[config.mk]
export PLATFORM = sky130hd
export DESIGN_NAME = tga_rle_pixel_decoder
export DESIGN_NICKNAME = d
export VERILOG_FILES = /design/src/rtl/core/trd_pkg.sv /design/src/rtl/core/trd_parse.sv /design/src/rtl/core/trd_out.sv /design/src/rtl/core/tga_rle_pixel_decoder.sv
export SDC_FILE = /design/constraint.sdc
export NUM_CORES = 1
export LEC_CHECK = 0
export BUFFER_PORTS_ARGS = -buffer_cell sky130_fd_sc_hd__buf_4
export CAP_MARGIN = 20
export CORE_ASPECT_RATIO = 0.7
export CORE_UTILIZATION = 60
export DETAILED_ROUTE_END_ITERATION = 12
export PLACE_DENSITY = 0.78
export RECOVER_POWER = 100
export SLEW_MARGIN = 25
export SYNTH_ARGS = -nofsm -noshare
export SYNTH_HDL_FRONTEND = slang
export SYNTH_SLANG_ARGS = --single-unit
[constraint.sdc]
create_clock -name clk -period 8.5 [get_ports clk]
set_input_delay 0.425 -clock clk [delete_from_list [all_inputs] [get_ports clk]]
set_output_delay 0.425 -clock clk [all_outputs]
set_load 0.01 [all_outputs]
[src/rtl/core/trd_pkg.sv]
package trd_pkg;

    localparam int unsigned CFG_DATA_W = 16;

    localparam logic [7:0] ALPHA_OPAQUE = 8'hff;
    localparam int unsigned RUN_FLAG_BIT = 7;
    localparam logic [2:0] PIXEL_BYTES_THREE = 3'd3;

    typedef enum logic [1:0] {
        CFG_RLE_MODE     = 2'd0,
        CFG_PIXEL_BYTES  = 2'd1,
        CFG_IMAGE_WIDTH  = 2'd2,
        CFG_IMAGE_HEIGHT = 2'd3
    } cfg_index_t;

    // settings seen by the parser, plus the restart pulse from a register write
    typedef struct packed {
        logic        restart;
        logic        rle_mode;
        logic        three_byte;
        logic [31:0] image_pixels;
    } trd_ctrl_t;

    typedef struct packed {
        logic [31:0] pixel_bgra;
        logic [7:0]  repeat_res;
        logic        last_pixel;
        logic        overrun;
    } trd_result_t;

endpackage

[src/rtl/core/trd_parse.sv]
module trd_parse
(
    input  logic                clk,
    input  logic                rst_n,
    input  trd_pkg::trd_ctrl_t  ctrl,
    input  logic                byte_valid,
    input  logic [7:0]          data_byte,
    output logic                res_valid,
    output trd_pkg::trd_result_t res
);

    logic        expect_header_reg, expect_header_next;
    logic        in_run_reg, in_run_next;
    logic [7:0]  pkt_left_reg, pkt_left_next;
    logic [1:0]  byte_pos_reg, byte_pos_next;
    logic [23:0] partial_reg, partial_next;
    logic [31:0] img_left_reg, img_left_next;
    logic        done_reg, done_next;

    logic [1:0]  last_pos;
    logic [7:0]  count;
    logic        over;
    logic [7:0]  pkt_dec;

    assign last_pos = ctrl.three_byte ? 2'd2 : 2'd3;

    always_comb
    begin
        expect_header_next = expect_header_reg;
        in_run_next        = in_run_reg;
        pkt_left_next      = pkt_left_reg;
        byte_pos_next      = byte_pos_reg;
        partial_next       = partial_reg;
        img_left_next      = img_left_reg;
        done_next          = done_reg;
        res_valid          = 1'b0;
        over               = 1'b0;
        count              = 8'd1;
        pkt_dec            = pkt_left_reg;
        res.pixel_bgra     = ctrl.three_byte
                             ? {trd_pkg::ALPHA_OPAQUE, data_byte, partial_reg[15:0]}
                             : {data_byte, partial_reg};
        res.repeat_res     = 8'd1;
        res.last_pixel     = 1'b0;
        res.overrun        = 1'b0;

        if (ctrl.restart)
        begin
            expect_header_next = ctrl.rle_mode;
            in_run_next        = 1'b0;
            pkt_left_next      = 8'd0;
            byte_pos_next      = 2'd0;
            partial_next       = 24'd0;
            img_left_next      = ctrl.image_pixels;
            done_next          = (ctrl.image_pixels == 32'd0);
        end
        else if (byte_valid && !done_reg)
        begin
            if (ctrl.rle_mode && expect_header_reg)
            begin
                in_run_next        = data_byte[trd_pkg::RUN_FLAG_BIT];
                pkt_left_next      = {1'b0, data_byte[6:0]} + 8'd1;
                expect_header_next = 1'b0;
                byte_pos_next      = 2'd0;
                partial_next       = 24'd0;
            end
            else if (byte_pos_reg < last_pos)
            begin
                unique case (byte_pos_reg)
                    2'd0:    partial_next[7:0]   = data_byte;
                    2'd1:    partial_next[15:8]  = data_byte;
                    default: partial_next[23:16] = data_byte;
                endcase
                byte_pos_next = byte_pos_reg + 2'd1;
            end
            else
            begin
                byte_pos_next = 2'd0;
                partial_next  = 24'd0;
                if (ctrl.rle_mode)
                begin
                    over = ({24'd0, pkt_left_reg} > img_left_reg);
                    if (in_run_reg)
                    begin
                        // clipped runs only happen when fewer than 128 pixels remain
                        count   = over ? img_left_reg[7:0] : pkt_left_reg;
                        pkt_dec = 8'd0;
                    end
                    else if (pkt_left_reg != 8'd0)
                    begin
                        pkt_dec = pkt_left_reg - 8'd1;
                    end
                    pkt_left_next = pkt_dec;
                    if (pkt_dec == 8'd0)
                    begin
                        expect_header_next = 1'b1;
                    end
                end
                img_left_next  = img_left_reg - {24'd0, count};
                done_next      = (img_left_next == 32'd0);
                res_valid      = 1'b1;
                res.repeat_res = count;
                res.last_pixel = done_next;
                res.overrun    = over;
            end
        end
    end

    always_ff @(posedge clk or negedge rst_n)
    begin
        if (!rst_n)
        begin
            expect_header_reg <= 1'b0;
            in_run_reg        <= 1'b0;
            pkt_left_reg      <= 8'd0;
            byte_pos_reg      <= 2'd0;
            partial_reg       <= 24'd0;
            img_left_reg      <= 32'd1;
            done_reg          <= 1'b0;
        end
        else
        begin
            expect_header_reg <= expect_header_next;
            in_run_reg        <= in_run_next;
            pkt_left_reg      <= pkt_left_next;
            byte_pos_reg      <= byte_pos_next;
            partial_reg       <= partial_next;
            img_left_reg      <= img_left_next;
            done_reg          <= done_next;
        end
    end

endmodule

[src/rtl/core/trd_out.sv]
module trd_out
(
    input  logic                 clk,
    input  logic                 rst_n,
    input  logic                 res_valid,
    input  trd_pkg::trd_result_t res,
    output logic                 space,
    output logic                 m_tvalid,
    input  logic                 m_tready,
    output logic [39:0]          m_tdata,
    output logic                 m_tlast,
    output logic [0:0]           m_tuser
);

    logic                 valid_reg, valid_next;
    trd_pkg::trd_result_t res_reg;

    // new result may land when the register is empty or drains this cycle
    assign space = !valid_reg || m_tready;

    always_comb
    begin
        valid_next = valid_reg;
        if (res_valid)
        begin
            valid_next = 1'b1;
        end
        else if (m_tready)
        begin
            valid_next = 1'b0;
        end
    end

    always_ff @(posedge clk or negedge rst_n)
    begin
        if (!rst_n)
        begin
            valid_reg <= 1'b0;
        end
        else
        begin
            valid_reg <= valid_next;
        end
    end

    always_ff @(posedge clk)
    begin
        if (res_valid)
        begin
            res_reg <= res;
        end
    end

    assign m_tvalid = valid_reg;
    assign m_tdata  = {res_reg.repeat_res, res_reg.pixel_bgra};
    assign m_tlast  = res_reg.last_pixel;
    assign m_tuser  = res_reg.overrun;

endmodule

[src/rtl/core/tga_rle_pixel_decoder.sv]
// channel   dir  signals                       contents
// s_axis    in   s_tvalid s_tready s_tdata     data_byte [7:0]
// m_axis    out  m_tvalid m_tready m_tdata     pixel_bgra [31:0], repeat_res [39:32]
//                m_tlast m_tuser               last_pixel; overrun [0]
// cfg       in   cfg_we cfg_index cfg_data     register write, no read-back
//
// one byte per cycle while s_tready is high, result in the output register the cycle after the byte transfer
// header and partial pixel bytes give no result; bytes after the last pixel are dropped
// rst_n clears all state but the output data register asynchronously; any register write restarts decoding
// s_tready drops only while a result is held in the output register and m_tready is low
module tga_rle_pixel_decoder
(
    input  logic                                 clk,
    input  logic                                 rst_n,
    input  logic                                 s_tvalid,
    output logic                                 s_tready,
    input  logic [7:0]                           s_tdata,   // data_byte
    output logic                                 m_tvalid,
    input  logic                                 m_tready,
    output logic [39:0]                          m_tdata,   // pixel_bgra, repeat_res
    output logic                                 m_tlast,
    output logic [0:0]                           m_tuser,   // overrun
    input  logic                                 cfg_we,
    input  logic [1:0]                           cfg_index,
    input  logic [trd_pkg::CFG_DATA_W-1:0]       cfg_data
);

    logic        rle_mode_reg, rle_mode_next;
    logic [2:0]  pixel_bytes_reg, pixel_bytes_next;
    logic [15:0] width_reg, width_next;
    logic [15:0] height_reg, height_next;

    trd_pkg::trd_ctrl_t   ctrl;
    trd_pkg::trd_result_t res;
    logic                 res_valid;
    logic                 space;

    always_comb
    begin
        rle_mode_next    = rle_mode_reg;
        pixel_bytes_next = pixel_bytes_reg;
        width_next       = width_reg;
        height_next      = height_reg;
        if (cfg_we)
        begin
            unique case (trd_pkg::cfg_index_t'(cfg_index))
                trd_pkg::CFG_RLE_MODE:     rle_mode_next    = cfg_data[0];
                trd_pkg::CFG_PIXEL_BYTES:  pixel_bytes_next = cfg_data[2:0];
                trd_pkg::CFG_IMAGE_WIDTH:  width_next       = cfg_data[15:0];
                trd_pkg::CFG_IMAGE_HEIGHT: height_next      = cfg_data[15:0];
                default:                   rle_mode_next    = rle_mode_reg;
            endcase
        end
    end

    always_ff @(posedge clk or negedge rst_n)
    begin
        if (!rst_n)
        begin
            rle_mode_reg    <= 1'b0;
            pixel_bytes_reg <= 3'd4;
            width_reg       <= 16'd1;
            height_reg      <= 16'd1;
        end
        else
        begin
            rle_mode_reg    <= rle_mode_next;
            pixel_bytes_reg <= pixel_bytes_next;
            width_reg       <= width_next;
            height_reg      <= height_next;
        end
    end

    // restart loads the pixel count straight from the new register values
    assign ctrl.restart      = cfg_we;
    assign ctrl.rle_mode     = cfg_we ? rle_mode_next : rle_mode_reg;
    assign ctrl.three_byte   = (pixel_bytes_reg == trd_pkg::PIXEL_BYTES_THREE);
    assign ctrl.image_pixels = {16'd0, width_next} * {16'd0, height_next};

    assign s_tready = space;

    trd_parse u_parse
    (
        .clk        (clk),
        .rst_n      (rst_n),
        .ctrl       (ctrl),
        .byte_valid (s_tvalid && space),
        .data_byte  (s_tdata),
        .res_valid  (res_valid),
        .res        (res)
    );

    trd_out u_out
    (
        .clk       (clk),
        .rst_n     (rst_n),
        .res_valid (res_valid),
        .res       (res),
        .space     (space),
        .m_tvalid  (m_tvalid),
        .m_tready  (m_tready),
        .m_tdata   (m_tdata),
        .m_tlast   (m_tlast),
        .m_tuser   (m_tuser)
    );

endmodule

## After elaboration in Yosys (flattened, before gate mapping)

Cells that the tools add are included.

| cells by class | value |
|---|---|
| magnitude comparators | 2 |
| bitwise operators | 2 |
| muxes and demuxes | 62 |
| reductions and logical operators | 28 |
| eq/ne operators | 11 |
| multipliers | 1 |
| add/subtract/negate cells | 4 |

Operator list:

| operator | number |
|---|---|
| 2-to-1 mux 8 bit | 22 |
| 2-to-1 mux 32 bit | 4 |
| 2-to-1 mux 24 bit | 5 |
| logical NOT 32 bit | 2 |
| 2-to-1 mux 16 bit | 4 |
| > comparator 8 x 32 -> 1 bit | 1 |
| multiplier 16 x 16 -> 32 bit | 1 |
| subtractor 32 x 8 -> 32 bit | 1 |
| 2-to-1 mux 1 bit | 23 |
| inequality test 4 x 3 -> 1 bit, second input constant | 3 |
| AND reduction 2 bit | 5 |
| adder 7 x 1 -> 8 bit, second input constant | 1 |
| logical NOT 8 bit | 1 |
| 2-to-1 mux 2 bit | 4 |
| nonzero test 8 bit | 1 |
| subtractor 8 x 1 -> 8 bit, second input constant | 1 |
| AND reduction 3 bit | 2 |
| nonzero test 2 bit | 3 |
| nonzero test 3 bit | 2 |
| OR reduction 5 bit | 1 |
| equality test 2 x 1 -> 1 bit, second input constant | 2 |
| equality test 2 bit, second input constant | 2 |
| logical NOT 2 bit | 2 |
| inequality test 2 bit, second input constant | 2 |
| 11 further kinds | 15 |

| storage, ports and cells | value |
|---|---|
| register bits | 148 |
| word-level logic and storage cells | 129 |
| bits of input ports | 31 |
| output and inout bits | 44 |

## Logic depth before layout (Yosys ltp)

| logic depth | value |
|---|---|
| depth in word-level cells | 16 |
| mapped depth | 29 |
| gate-level depth less buffers | 25 |

## Modules after synthesis

From an unflattened synthesis, not the netlist that was laid out.

| unflattened totals | value |
|---|---|
| cell total of the unflattened synthesis | 1,761 |
| area, all modules | 16,151.7 um^2 |

By module, submodules not included:

| module | seq. area each (um^2) | cells an instance | times used | area an instance (um^2) |
|---|---|---|---|---|
| tga_rle_pixel_decoder | 904.6 | 1,104 | 1 | 9,725.6 |
| trd_parse | 1,727.9 | 612 | 1 | 5,117.4 |
| trd_out | 1,286.2 | 45 | 1 | 1,308.8 |

## Worst setup path before layout

Ideal clock, no wire load.

| timing | value |
|---|---|
| path kind | input-to-reg |
| start point | in cfg_index[0] |
| end point | reg u_parse.done_reg |
| path slack | 1,198 ps |
| library setup time | 66 ps |
| arrival time | 7,236 ps |
| path buffers | 2 |
| stages on the path | 25 |
| data required time | 8,434 ps |
| cells stage by stage | nand3b_1 buf_2 buf_1 mux2i_1 clkinv_1 nand2_1 fa_1 fa_1 inv_1 fa_1 fa_1 fa_1 inv_1 fa_1 inv_1 ha_1 a21oi_1 o21ai_0 a2111oi_0 o21ai_1 a311o_1 a21oi_1 nand2_1 nor4_1 a31o_1 |

| between the ends | value |
|---|---|
| elaborated cells on any way between the ends | 26 |
| those cells by class | add/sub (1); mul (1); eq/ne (3); mux (16); reduce/logical (5) |

RTL lines:

| what | line | text |
|---|---|---|
| start, declared | tga_rle_pixel_decoder.sv:24 | `input logic [1:0] cfg_index,` |
| equality test 2 bit | tga_rle_pixel_decoder.sv:46 | `unique case (trd_pkg::cfg_index_t'(cfg_index))` |
| 2-to-1 mux 16 bit | tga_rle_pixel_decoder.sv:46 |  |
| 2-to-1 mux 16 bit | tga_rle_pixel_decoder.sv:44 | `if (cfg_we)` |
| named net width_next[15] | tga_rle_pixel_decoder.sv:30 | `logic [15:0] width_reg, width_next;` |
| multiplier 16 x 16 -> 32 bit | tga_rle_pixel_decoder.sv:78 | `assign ctrl.image_pixels = {16'd0, width_next} * {16'd0, height_next};` |
| logical NOT 32 bit | trd_parse.sv:55 | `done_next = (ctrl.image_pixels == 32'd0);` |
| 2-to-1 mux 1 bit | trd_parse.sv:47 | `if (ctrl.restart)` |
| end signal, assigned | trd_parse.sv:129 | `done_reg <= done_next;` |
| end, declared | trd_parse.sv:18 | `logic done_reg, done_next;` |

The timed path passes the listed nets, and every way through them passes these cells. The select of a mux whose other input is x is not followed.
A chain may end at the register's enable or synchronous reset.

## Final worst setup path

Ends and elaborated chain as after synthesis.

==> metrics.txt <==
Post-synth ARST share 0.7162; Final ANT Viol Nets 0; die boundary width 195.8 microns; CP startpoint kind input port; ys flop type dfrtp_1; Die Footprint 0.02695 sq mm; commonest non-fill, non-tap cell in the layout inv_1; DIE HEIGHT 137.6 microns; Synth Area in Adders 0.3467; Max-cap violations 4; Overflow after GRT 0; largest net degree at the start of global routing 73; Yosys top cell by area fa_1; global-route wire length before repair 68.06 mm; Post CTS Setup Buffer Count 0; net count after synthesis 2061; initial core utilization 0.6124; mux contribution to synthesized area 0.03943; Ports 75; max reg flops 40; CTS buffer count 17; Tmin final 8.158 ns; Syn. warnings 0; Area after DPL 0.01680 sq mm; Mean Syn Cell Area 9.222 sq um; wire per inst 20.28 microns; final wirelength 43.13 mm; largest family of logic cells by synthesized area adder cells; most frequent cells in the layout inv_1, nand2_1, fa_1; Worst-path clk slew 0.06 ns; Post-layout nets 2133; sequential area share after synthesis 0.2485; Iteration-0 DRC Markers 1420; ranking of synthesized cells by area fa_1, dfrtp_1, ha_1; Hold Path Depth 2; Detailed Routing Iterations Pass 1 5; Fillers 2148; Rel. slew slack -1.811; root buf cell clkbuf_16; final-report hold violation count 0; crit path DAT 8.53 ns; CTS H-tree depth 4; Vias 12800; EDFF count, synth 42; Slew @ Worst Pin 4.216 ns; post-DP HPWL 34.09 mm; Setup violations, final 0; Port-buffer cells 74; Clock Tree Buf Depth 2; simple-gate share of the synthesized area 0.1527; RSZ-0062 raised after global routing no; worst min-delay path class in -> reg; quantity of gates resized following cts 0; Synth Area in Compound Gates 0.09632; Slew Limit Fails 212; vias in the first global route 12550; initial antenna violation count 0; Cell Rows 49; failing checks capacitance limit, slew limit; post-route cell area 0.01712 sq mm; DRC 0; Setup CP Type in -> reg; Layout Skew 0.01283 ns; share of cells above drive strength 1 0.05515; status finished, violations left; Crit. End Element register; GRT Overall Usage 0.3349; CTS Sinks 148; xor and xnor area share after synthesis 0.03499; required time of the critical path 8.87 ns; Area Growth Syn to Fin 8.537%; Gate Count Post-Synth 1710; CP Max Fanout 16; Hold Buf Count CTS 1; flops & latches, synth 148; Synth top area share 0.2475; CTS tree built; Core ar. 0.02575 sq mm; GPL Wtd Cong 0.9569; max frequency 0.1226 GHz; Final TNS setup 0 ns; fin crit share 0.9598; worst reg2reg path depth 23; routed vias/inst 6.017; Post-Synthesis Cell Area 0.01577 sq mm; Netlist cell types 70; Skew-Pair Late Insertion Delay 0.44 ns
[layer usage]
layer / up-vias / routed length (microns) / share of wire / track usage
met5: - / 0 / 0 / 0
met4: 0 / 1053 / 0.024 / 0.1068
met3: 82 / 5275 / 0.12 / 0.1043
met2: 636 / 17930 / 0.42 / 0.4736
met1: 6376 / 18870 / 0.44 / 0.4889
li1: 5704 / - / - / -
[final timing paths]
kind | from | end | slack [ns]
max | cfg_index[0] | u_parse.done_reg | 0.34
min | s_tdata[4] | u_parse.partial_reg[4] | 0.30
max reg2reg | width_reg[5] | u_parse.done_reg | 0.65
min reg2reg | u_parse.partial_reg[9] | u_out.m_tdata[9] | 0.45
max in group asynchronous | rst_n | u_parse.done_reg | 2.22
min in group asynchronous | rst_n | u_parse.partial_reg[10] | 1.29
[worst max-delay path, stage by stage]
cell	delay (ns)
buf_4	0.11
nand3b_1	0.11
buf_4	0.35
mux2i_1	0.23
clkbuf_1	0.61
clkinv_1	0.58
nand2_1	0.23
fa_1	0.44
inv_1	0.09
fa_1	0.40
ha_1	0.20
inv_1	0.08
fa_1	0.44
fa_1	0.55
inv_1	0.05
fa_1	0.45
ha_1	0.43
nand2_1	0.10
o31ai_1	0.60
a21oi_1	0.25
o21ai_1	0.58
a21oi_1	0.24
xnor2_1	0.36
nand2_1	0.11
nor4_1	0.33
a31o_1	0.19
[through the flow]
step	hold WS, ns	setup slack (ns)	utilization	cells
finish	0.2985	0.3418	0.6647	2127
global route	0.2914	0.1125	0.6646	2126
floorplan	0.1294	1.198	-	1710
detailed placement	0.4384	0.3280	0.6525	2093
global placement	0.4316	0.5910	0.6525	2093
CTS	0.2783	0.7406	0.6749	2126
[cell type report]
class,instances,area (sq um),area share
Clock buffer,19,442.9,0.02588
Inverter,283,1062,0.06206
Sequential cell,148,3919,0.2289
Tap cell,331,414.1,0.02420
Timing Repair Buffer,111,584.3,0.03414
Clock inverter,13,122.6,0.007164
Antenna cell,1,2.502,0.0001462
Multi-Input combinational cell,1221,10570,0.6175
[cell usage after synthesis (all sizes together) (7+ instances only)]
library cell  instances
a211oi                8
a21o                 14
a21oi                55
a22o                 21
and2                  8
and3                 11
buf                  11
clkbuf               47
clkinv                7
dfrtp               102
edfxtp               42
fa                  195
ha                  125
inv                 276
mux2                 15
mux2i                44
nand2               209
nand2b               14
nand3                33
nand4                11
nor2                182
nor3                 25
nor4                 13
o21a                  9
o21ai                68
o22ai                 8
or2                   8
or3                   8
xnor2                36
xor2                 27
[cell families after synthesis]
| family | after synthesis |
|---|---|
| simple gates | 546 |
| buf+inv | 341 |
| fa+ha+maj | 320 |
| compound gates | 233 |
| flops | 148 |
| xor+xnor | 63 |
| mux | 59 |
Power is left out: the tool's default activity adds up to more than one toggle a clock period on the data nets, which glitch-free logic cannot reach.
